## src/rtl/dsu_pkg.sv

```systemverilog
// Shared types and constants for the disjoint-set union engine.
`timescale 1ns / 1ps

package dsu_pkg;

  localparam int NODE_W   = 10;
  localparam int SIZE_W   = 11;
  localparam int NODE_CNT = 1 << NODE_W;
  localparam int IN_W     = 24;
  localparam int OUT_W    = 16;

  localparam logic [SIZE_W-1:0] SIZE_MAX = {SIZE_W{1'b1}};
  localparam logic [SIZE_W-1:0] SIZE_ONE = SIZE_W'(1);

  typedef enum logic [3:0] {
    ST_CLEAR,
    ST_IDLE,
    ST_FA_RD,
    ST_FA_CHK,
    ST_CA_RD,
    ST_CA_CHK,
    ST_FB_RD,
    ST_FB_CHK,
    ST_CB_RD,
    ST_CB_CHK,
    ST_SZ_B,
    ST_LINK,
    ST_DONE
  } state_e;

  typedef enum logic [1:0] {
    CUR_HOLD,
    CUR_A,
    CUR_B,
    CUR_PAR
  } cur_sel_e;

  typedef struct packed {
    logic     clr_step;
    logic     load_req;
    cur_sel_e cur_sel;
    logic     root_we_a;
    logic     root_we_b;
    logic     par_rd;
    logic     par_wr;
    logic     root_sel_b;
    logic     sz_rd_a;
    logic     sz_rd_b;
    logic     link;
    logic     res_null;
    logic     res_same;
    logic     out_load;
  } cmd_t;

  typedef struct packed {
    logic clr_last;
    logic par_is_root;
    logic cur_is_ra;
    logic cur_is_rb;
    logic roots_eq;
    logic req_oob;
    logic out_free;
  } sts_t;

endpackage

```

## src/rtl/dsu_ctrl.sv

```systemverilog
// Sequencer for the clearing pass, the two root walks, compression and linking.
`timescale 1ns / 1ps

module dsu_ctrl (
  input  logic          clk_i,
  input  logic          rst_ni,
  input  logic          req_valid_i,
  output logic          req_ready_o,
  input  dsu_pkg::sts_t sts_i,
  output dsu_pkg::cmd_t cmd_o
);

  dsu_pkg::state_e state_q, state_d;

  always_ff @(posedge clk_i or negedge rst_ni) begin
    if (!rst_ni) begin
      state_q <= dsu_pkg::ST_CLEAR;
    end else begin
      state_q <= state_d;
    end
  end

  always_comb begin
    state_d     = state_q;
    cmd_o       = '0;
    cmd_o.cur_sel = dsu_pkg::CUR_HOLD;
    req_ready_o = 1'b0;
    case (state_q)
      dsu_pkg::ST_CLEAR: begin
        cmd_o.clr_step = 1'b1;
        if (sts_i.clr_last) begin
          state_d = dsu_pkg::ST_IDLE;
        end
      end
      dsu_pkg::ST_IDLE: begin
        req_ready_o = 1'b1;
        if (req_valid_i) begin
          cmd_o.load_req = 1'b1;
          if (sts_i.req_oob) begin
            cmd_o.res_null = 1'b1;
            state_d = dsu_pkg::ST_DONE;
          end else begin
            state_d = dsu_pkg::ST_FA_RD;
          end
        end
      end
      dsu_pkg::ST_FA_RD: begin
        cmd_o.par_rd = 1'b1;
        state_d = dsu_pkg::ST_FA_CHK;
      end
      dsu_pkg::ST_FA_CHK: begin
        if (sts_i.par_is_root) begin
          cmd_o.root_we_a = 1'b1;
          cmd_o.cur_sel   = dsu_pkg::CUR_A;
          state_d = dsu_pkg::ST_CA_RD;
        end else begin
          cmd_o.cur_sel = dsu_pkg::CUR_PAR;
          state_d = dsu_pkg::ST_FA_RD;
        end
      end
      dsu_pkg::ST_CA_RD: begin
        if (sts_i.cur_is_ra) begin
          cmd_o.cur_sel = dsu_pkg::CUR_B;
          state_d = dsu_pkg::ST_FB_RD;
        end else begin
          cmd_o.par_rd = 1'b1;
          state_d = dsu_pkg::ST_CA_CHK;
        end
      end
      dsu_pkg::ST_CA_CHK: begin
        // repoint this node at the root, then follow its old parent
        cmd_o.par_wr  = 1'b1;
        cmd_o.cur_sel = dsu_pkg::CUR_PAR;
        state_d = dsu_pkg::ST_CA_RD;
      end
      dsu_pkg::ST_FB_RD: begin
        cmd_o.par_rd = 1'b1;
        state_d = dsu_pkg::ST_FB_CHK;
      end
      dsu_pkg::ST_FB_CHK: begin
        if (sts_i.par_is_root) begin
          cmd_o.root_we_b = 1'b1;
          cmd_o.cur_sel   = dsu_pkg::CUR_B;
          state_d = dsu_pkg::ST_CB_RD;
        end else begin
          cmd_o.cur_sel = dsu_pkg::CUR_PAR;
          state_d = dsu_pkg::ST_FB_RD;
        end
      end
      dsu_pkg::ST_CB_RD: begin
        if (sts_i.cur_is_rb) begin
          if (sts_i.roots_eq) begin
            cmd_o.res_same = 1'b1;
            state_d = dsu_pkg::ST_DONE;
          end else begin
            cmd_o.sz_rd_a = 1'b1;
            state_d = dsu_pkg::ST_SZ_B;
          end
        end else begin
          cmd_o.par_rd = 1'b1;
          state_d = dsu_pkg::ST_CB_CHK;
        end
      end
      dsu_pkg::ST_CB_CHK: begin
        cmd_o.par_wr     = 1'b1;
        cmd_o.root_sel_b = 1'b1;
        cmd_o.cur_sel    = dsu_pkg::CUR_PAR;
        state_d = dsu_pkg::ST_CB_RD;
      end
      dsu_pkg::ST_SZ_B: begin
        cmd_o.sz_rd_b = 1'b1;
        state_d = dsu_pkg::ST_LINK;
      end
      dsu_pkg::ST_LINK: begin
        cmd_o.link = 1'b1;
        state_d = dsu_pkg::ST_DONE;
      end
      dsu_pkg::ST_DONE: begin
        // hold the result until the output register has room
        if (sts_i.out_free) begin
          cmd_o.out_load = 1'b1;
          state_d = dsu_pkg::ST_IDLE;
        end
      end
      default: begin
        state_d = dsu_pkg::ST_IDLE;
      end
    endcase
  end

endmodule

```

## config.mk

```make
export PLATFORM = sky130hd
export DESIGN_NAME = dsu_ctrl
export DESIGN_NICKNAME = d
export VERILOG_FILES = /design/src/rtl/dsu_pkg.sv /design/src/rtl/dsu_ctrl.sv
export SDC_FILE = /design/constraint.sdc
export NUM_CORES = 1
export LEC_CHECK = 0
export BUFFER_PORTS_ARGS = -buffer_cell sky130_fd_sc_hd__buf_4
export CAP_MARGIN = 20
export CELL_PAD_IN_SITES_DETAIL_PLACEMENT = 0
export CELL_PAD_IN_SITES_GLOBAL_PLACEMENT = 1
export CORE_MARGIN = 2
export CORE_UTILIZATION = 28
export CTS_CLUSTER_SIZE = 16
export DETAILED_ROUTE_END_ITERATION = 6
export PLACE_DENSITY_LB_ADDON = 0.08
export SYNTH_ARGS = -nofsm -noshare
export SYNTH_HDL_FRONTEND = slang
export SYNTH_SLANG_ARGS = --single-unit
```

## constraint.sdc

```tcl
create_clock -name clk_i -period 1.6 [get_ports clk_i]
set_input_delay 0 -clock clk_i [delete_from_list [all_inputs] [get_ports clk_i]]
set_output_delay 0 -clock clk_i [all_outputs]
set_load 0.02 [all_outputs]
```

==> impl_metrics.sql, run 1 <==
INSERT INTO impl_metrics (metric_group, metric, value, unit) VALUES
('timing', 'rsz0062_at_grt', 'yes', ''),
('outcome', 'violations_in_the_final_reports', 'negative setup slack', ''),
('power', 'cellLeakagePower', '0.574', 'nW'),
('finish', 'share_of_post_route_cells_with_drive_strength_above_1', '0.607', ''),
('timing', 'slew_violations', '0', ''),
('drt', 'dr_total_vias', '725', ''),
('cts', 'tritoncts', 'built', ''),
('global_routing', 'grt_max_degree', '12', ''),
('global_routing', 'grt_use_met1', '0.201', ''),
('finish', 'registers.top_by_ff_count', 'state_q', ''),
('critical_path', 'crit_path_top_delay_cell', 'sky130_fd_sc_hd__dfrtp_1', ''),
('critical_path', 'worst-path-max-fanout', '4', ''),
('logic_synthesis', 'number_of_register_bits_inferred_by_synthesis', '4', ''),
('finish', 'fin_area', '1130', 'sq um'),
('floorplan', 'initial_utilization', '0.294', ''),
('power', 'worst_ir_drop_vdd', '0.000615', 'V'),
('drt', 'wl', '2.05', 'mm'),
('cts', 'clk_root_buf', 'sky130_fd_sc_hd__clkbuf_4', ''),
('timing', 'setup-tns-final', '-0.619', 'ns'),
('placed_design', 'gp_congestion', '0.794', ''),
('logic_synthesis', 'async_flop_share', '1.00', ''),
('logic_synthesis', 'synth.cell_area', '564', 'sq um'),
('logic_synthesis', 'xor_xnor_share_of_the_synthesized_area', '0', ''),
('logic_synthesis', 'synth_cells', '72', ''),
('critical_path', 'end_kind', 'output port', ''),
('drt', 'drt_drc_violations_left', '0', ''),
('timing', 'layout_worst_path_cycle_share', '1.10', ''),
('logic_synthesis', 'synth.avg_cell_area', '7.84', 'sq um'),
('logic_synthesis', 'synth_mux_area_frac', '0.0266', ''),
('min_path', 'hold_class', 'input pin to asynchronous set/reset pin', ''),
('placed_design', 'port-buffer-count', '25', ''),
('run', 'max_cap_violations', '0', ''),
('outcome', 'run_status', 'finished with violations', ''),
('logic_synthesis', 'ys_dominant_reg_cell', 'sky130_fd_sc_hd__dfrtp_1', ''),
('timing', 'slew-limit-headroom', '0.786', ''),
('timing', 'post-route-min-period', '1.76', 'ns'),
('timing', 'finalWorstSetupSlack', '-0.157', 'ns'),
('critical_path', 'critPathArrivalTime', '1.76', 'ns'),
('timing', 'finalHoldViolations', '0', ''),
('finish', 'most-common-layout-cells', 'sky130_fd_sc_hd__buf_4 (38), sky130_fd_sc_hd__buf_6 (11), sky130_fd_sc_hd__nor2_1 (5)', ''),
('placed_design', 'cell_area_reported_after_detailed_placement', '871', 'sq um'),
('drt', 'antenna_left', '0', ''),
('drt', 'vias_per_cell', '4.87', ''),
('logic_synthesis', 'yosysUniqueCellTypes', '36', ''),
('floorplan', 'chipWidth', '48.9', 'um'),
('logic_synthesis', 'synthSimpleGateAreaFrac', '0.368', ''),
('finish', 'final_core_utilization', '0.587', ''),
('floorplan', 'die_area', '2390', 'sq um'),
('global_routing', 'grt.met3_usage', '0.0429', ''),
('timing', 'achievable-frequency', '569', 'MHz'),
('global_routing', 'global_route.usage.met2', '0.329', ''),
('global_routing', 'grt_util_all_layers', '0.175', ''),
('logic_synthesis', 'yosys_warnings', '0', ''),
('global_routing', 'globalRoute.busiestLayer', 'met2', ''),
('timing', 'setup_viol_count_final', '7', ''),
('floorplan', 'floorplan.die.height', '48.9', 'um'),
('drt', 'route.detailed.wl_per_inst', '13.8', 'um'),
('finish', 'most_common_cell_after_layout_fill_and_taps_aside', 'sky130_fd_sc_hd__buf_4', ''),
('critical_path', 'cp_top_family', 'compound AO/OA/AOI/OAI gates', ''),
('critical_path', 'critPathRequiredTime', '1.60', 'ns'),
('cts', 'clk_pin_slew', '0.04', 'ns'),
('power', 'cell_pwr_density', '1500', 'nW/um^2'),
('logic_synthesis', 'combinational_family_with_the_most_area_after_synthesis', 'simple AND/OR/NAND/NOR gates', ''),
('critical_path', 'critical_path_class', 'flop to output port', ''),
('finish', 'antenna_cells_inserted', '0', ''),
('timing', 'finalClockSkew', '0.00399', 'ns'),
('global_routing', 'grt_first_pass_wirelength', '3.20', 'mm'),
('critical_path', 'max_stage_delay_on_crit_path', '0.38', 'ns'),
('placed_design', 'place.detailed.hpwl', '1.47', 'mm'),
('critical_path', 'cp.buffers_inverters', '3', ''),
('global_routing', 'grt_overflow', '0', '');
==> synth_stat cells (all sizes together) (2+ instances only) <==
master | count | share of area
a31oi | 2 | 0.022
and2 | 4 | 0.044
and3 | 3 | 0.033
and4b | 2 | 0.035
buf | 3 | 0.038
dfrtp | 4 | 0.18
ha | 5 | 0.11
inv | 5 | 0.033
nand2 | 5 | 0.033
nand2b | 3 | 0.033
nor2 | 6 | 0.040
nor2b | 4 | 0.058
o21a | 2 | 0.027
o21ai | 4 | 0.035
==> metrics by stage <==
| step | hold WS (ns) | cells | power (mW) |
|---|---|---|---|
| final | 0.0976 | 149 | 1.69 |
| after floorplan | -0.296 | 72 | 0.827 |
| after global placement | -0.201 | 131 | 1.24 |
| after global routing | 0.0961 | 149 | 1.81 |
| after CTS | 0.0914 | 145 | 1.60 |
| after detailed placement | -0.201 | 131 | 1.24 |
==> worst reg2reg max path, stage by stage, from the launching register on <==
cell	delay, ns
sky130_fd_sc_hd__dfrtp_1	0.38
sky130_fd_sc_hd__inv_2	0.07
sky130_fd_sc_hd__buf_4	0.14
sky130_fd_sc_hd__buf_4	0.13
sky130_fd_sc_hd__ha_4	0.17
sky130_fd_sc_hd__o211a_1	0.22
sky130_fd_sc_hd__o22ai_1	0.15
sky130_fd_sc_hd__a31oi_1	0.12
sky130_fd_sc_hd__mux2_4	0.27
==> kinds of logic (layout without fill, tap and decap cells) <==
family / Yosys count / after routing
AOI/OAI and AO/OA: 19 / 19
adders and majority gates: 5 / 5
muxes: 1 / 1
and+or+nand+nor: 34 / 34
DFF: 4 / 4
buffers and inverters: 9 / 59
==> power breakdown <==
| group | total, mW | switching (mW) | internal, mW | leakage, nW |
|---|---|---|---|---|
| Clock | 0.126 | 0.0421 | 0.0840 | 0.0138 |
| Combinational | 1.39 | 0.632 | 0.756 | 0.509 |
| Sequential | 0.175 | 0.0385 | 0.136 | 0.0521 |
| Total | 1.69 | 0.712 | 0.976 | 0.574 |
==> final cells by class <==
type | count | area (sq um)
flip-flops and latches | 4 | 100
multi-input cells | 59 | 513
repair buffers | 51 | 439
fillers | 196 | 795
clock buffers | 3 | 22.5
well taps | 27 | 33.8
inverters | 5 | 18.8
==> what timing repair did <==
action,4_1_cts,5_1_grt
hold buffers,1,0
pin swaps,5,7
setup buffers,10,4
resized for setup,21,8
hold endpoints to repair,4,0
setup endpoints to repair,6,11
==> path summary, 6_finish.rpt <==
kind | from | end | slack [ns] | cells past startpoint
min in group clk_i | req_valid_i | state_q[3]$_DFFE_PN0P_ | 0.17 | 4
worst max-delay path | state_q[2]$_DFFE_PN0P_ | cmd_o[12] | -0.16 | 7
worst min register to register | state_q[2]$_DFFE_PN0P_ | state_q[2]$_DFFE_PN0P_ | 0.67 | 2
max in group asynchronous | rst_ni | state_q[3]$_DFFE_PN0P_ | 1.40 | 2
worst max register to register | state_q[2]$_DFFE_PN0P_ | state_q[2]$_DFFE_PN0P_ | -0.16 | 8
worst min-delay path | rst_ni | state_q[2]$_DFFE_PN0P_ | 0.1 | 2
==> metal layers <==
| layer | vias to the layer above | part of all wire |
|---|---|---|
| met5 | - | 0 |
| met4 | 0 | 0 |
| met3 | 0 | 0.044 |
| met2 | 22 | 0.54 |
| met1 | 344 | 0.42 |
| li1 | 359 | - |
(Power assumes the default switching activity.)
==> run 2, diff against run 1 <==
--- a/config.mk
+++ b/config.mk
@@ -8,11 +8,12 @@
 export BUFFER_PORTS_ARGS = -buffer_cell sky130_fd_sc_hd__buf_4
 export CAP_MARGIN = 20
 export CELL_PAD_IN_SITES_DETAIL_PLACEMENT = 0
-export CELL_PAD_IN_SITES_GLOBAL_PLACEMENT = 1
+export CELL_PAD_IN_SITES_GLOBAL_PLACEMENT = 2
 export CORE_MARGIN = 2
-export CORE_UTILIZATION = 28
+export CORE_UTILIZATION = 21
 export CTS_CLUSTER_SIZE = 16
 export DETAILED_ROUTE_END_ITERATION = 6
+export GPL_TIMING_DRIVEN = 0
 export PLACE_DENSITY_LB_ADDON = 0.08
 export SYNTH_ARGS = -nofsm -noshare
 export SYNTH_HDL_FRONTEND = slang
==> run 2 against run 1 <==
Against the previous run:
- the run still ends with negative setup slack left
- combinational power shrank 19%
- count of clock-buffer cells in the layout did not move
- setup slack improved by 0.091 ns
- sequential power hardly changed
- maximum frequency rose by 5.5%
==> impl_metrics.sql, run 2 (same netlist as run 1, synthesis figures left out) <==
INSERT INTO impl_metrics (metric_group, metric, value, unit) VALUES
('outcome', 'run_status', 'finished with violations', ''),
('outcome', 'violations_in_the_final_reports', 'negative setup slack', ''),
('finish', 'largest_reg_flops', '4', ''),
('finish', 'antenna_cells_inserted', '0', ''),
('timing', 'setup-tns-final', '-0.186', 'ns'),
('floorplan', 'chipWidth', '55.8', 'um'),
('critical_path', 'worst-path-max-fanout', '9', ''),
('finish', 'final_core_utilization', '0.376', ''),
('drt', 'vias_per_cell', '4.82', ''),
('drt', 'antenna_left', '0', ''),
('timing', 'finalClockSkew', '0.00489', 'ns'),
('floorplan', 'die_area', '3120', 'sq um'),
('finish', 'instances_no_fill', '137', ''),
('placed_design', 'port-buffer-count', '25', ''),
('timing', 'hold-worst-slack', '0.100', 'ns'),
('drt', 'wl', '1.73', 'mm'),
('cts', 'cts.sink_count', '4', ''),
('floorplan', 'floorplan.die.height', '55.8', 'um'),
('cts', 'worstSkewPairLatency', '0.24', 'ns'),
('timing', 'rsz0062_at_grt', 'yes', ''),
('critical_path', 'critPathRequiredTime', '1.60', 'ns'),
('global_routing', 'grt_first_pass_wirelength', '2.88', 'mm'),
('cts', 'cts-root-to-sink-buffers', '2', ''),
('power', 'cell_pwr_density', '1500', 'nW/um^2'),
('placed_design', 'placed_cells_incl_taps', '127', ''),
('min_path', 'hold_class', 'input pin to asynchronous set/reset pin', ''),
('critical_path', 'critical_path_class', 'flop to output port', ''),
('timing', 'slew-limit-headroom', '0.818', ''),
('cts', 'clk_root_buf', 'sky130_fd_sc_hd__clkbuf_4', ''),
('finish', 'most_common_cell_after_layout_fill_and_taps_aside', 'sky130_fd_sc_hd__buf_4', ''),
('critical_path', 'end_kind', 'output port', ''),
('floorplan', 'placementRows', '18', ''),
('global_routing', 'grt_overflow', '0', ''),
('cts', 'tritoncts', 'built', ''),
('global_routing', 'antenna_violations_before_repair', '0', ''),
('timing', 'finalHoldViolations', '0', ''),
('timing', 'transition_time_at_the_pin_with_the_least_slew_margin', '0.272', 'ns'),
('finish', 'share_of_post_route_cells_with_drive_strength_above_1', '0.561', ''),
('global_routing', 'grt_util_all_layers', '0.116', ''),
('critical_path', 'critPathArrivalTime', '1.67', 'ns'),
('drt', 'route.detailed.wl_per_inst', '12.6', 'um'),
('placed_design', 'gp_congestion', '0.736', ''),
('timing', 'finalWorstSetupSlack', '-0.0658', 'ns'),
('timing', 'setup_viol_count_final', '3', ''),
('cts', 'cts-htree-levels', '1', ''),
('finish', 'synthToLayoutAreaGrowth', '68.1', '%'),
('floorplan', 'initial_utilization', '0.224', ''),
('finish', 'finish.net_count', '124', ''),
('finish', 'most-common-layout-cells', 'sky130_fd_sc_hd__buf_4 (29), sky130_fd_sc_hd__nand2_1 (5), sky130_fd_sc_hd__and2_1 (4), sky130_fd_sc_hd__nor2_2 (4), sky130_fd_sc_hd__buf_6 (4)', ''),
('drt', 'drt_pass1_iterations', '4', ''),
('drt', 'dr_total_vias', '661', ''),
('run', 'max_cap_violations', '0', ''),
('drt', 'drt_drc_violations_left', '0', ''),
('global_routing', 'first_global_vias', '623', ''),
('timing', 'post-route-min-period', '1.67', 'ns'),
('floorplan', 'pin_count', '26', ''),
('placed_design', 'place.detailed.hpwl', '1.37', 'mm'),
('cts', 'numCtsBuffers', '3', ''),
('global_routing', 'grt_max_degree', '11', ''),
('finish', 'registers.top_by_ff_count', 'state_q', ''),
('critical_path', 'critical_path_start_type', 'flop', ''),
('timing', 'achievable-frequency', '600', 'MHz'),
('power', 'worst_ir_drop_vdd', '0.000779', 'V'),
('timing', 'slew_violations', '0', ''),
('power', 'cellLeakagePower', '0.477', 'nW'),
('timing', 'layout_worst_path_cycle_share', '1.04', ''),
('drt', 'drt_iter0_markers', '8', ''),
('cts', 'clk_pin_slew', '0.04', 'ns'),
('floorplan', 'core-area', '2520', 'sq um'),
('finish', 'largestRegisters', 'state_q: 4 flops', '');
run 2: final cells by class:
type	count	area, sq um
plain buffers	2	10.0
clock buffers	3	22.5
fillers	284	1570
inverters	5	18.8
multi-input cells	59	485
flip-flops and latches	4	101
well taps	30	37.5
repair buffers	34	273
run 2: worst paths after layout:
path	from	end	slack, ns	cells after the start
max reg2reg	state_q[2]$_DFFE_PN0P_	state_q[2]$_DFFE_PN0P_	-0.05	6
min reg2reg	state_q[3]$_DFFE_PN0P_	state_q[3]$_DFFE_PN0P_	0.62	2
min in group clk_i	sts_i[1]	state_q[3]$_DFFE_PN0P_	0.16	3
max in group asynchronous	rst_ni	state_q[3]$_DFFE_PN0P_	1.38	2
min	rst_ni	state_q[0]$_DFFE_PN0P_	0.10	2
max	state_q[2]$_DFFE_PN0P_	cmd_o[11]	-0.07	5
run 2: where the power goes:
part / total (mW) / leakage, nW / internal (mW) / switching (mW)
clock network: 0.125 / 0.0138 / 0.0839 / 0.0415
logic: 1.12 / 0.413 / 0.553 / 0.569
registers: 0.178 / 0.0506 / 0.137 / 0.0405
run 2: repair_timing:
item,CTS,global route
buffers inserted,5,3
endpoints found under the setup margin,7,10
pin swaps,1,2
hold endpoints to repair,4,0
resized for setup,7,13
hold buffers,1,0
run 2: through the flow:
step / setup WS, ns / power (mW) / cell area, sq um
CTS: -0.0867 / 1.34 / 877
finish: -0.0658 / 1.43 / 948
detailed placement: -0.195 / 1.13 / 805
global route: -0.157 / 1.56 / 948
global placement: -0.220 / 1.15 / 805
floorplan: -0.0861 / 0.827 / 579
run 2: metal layers:
metal | GRT usage | part of all wire | wire, um | vias up
li1 | - | - | - | 328
met1 | 0.164 | 0.48 | 837 | 314
met2 | 0.182 | 0.47 | 818 | 19
met3 | 0.0326 | 0.043 | 75 | 0
met4 | 0.0102 | 0 | 0 | 0
met5 | 0 | 0 | 0 | -
run 2: critical path, stage by stage, from the launching register on:
cell	delay (ns)
sky130_fd_sc_hd__dfrtp_1	0.40
sky130_fd_sc_hd__buf_4	0.15
sky130_fd_sc_hd__ha_2	0.23
sky130_fd_sc_hd__or3_1	0.37
sky130_fd_sc_hd__o311a_1	0.14
sky130_fd_sc_hd__buf_6	0.14
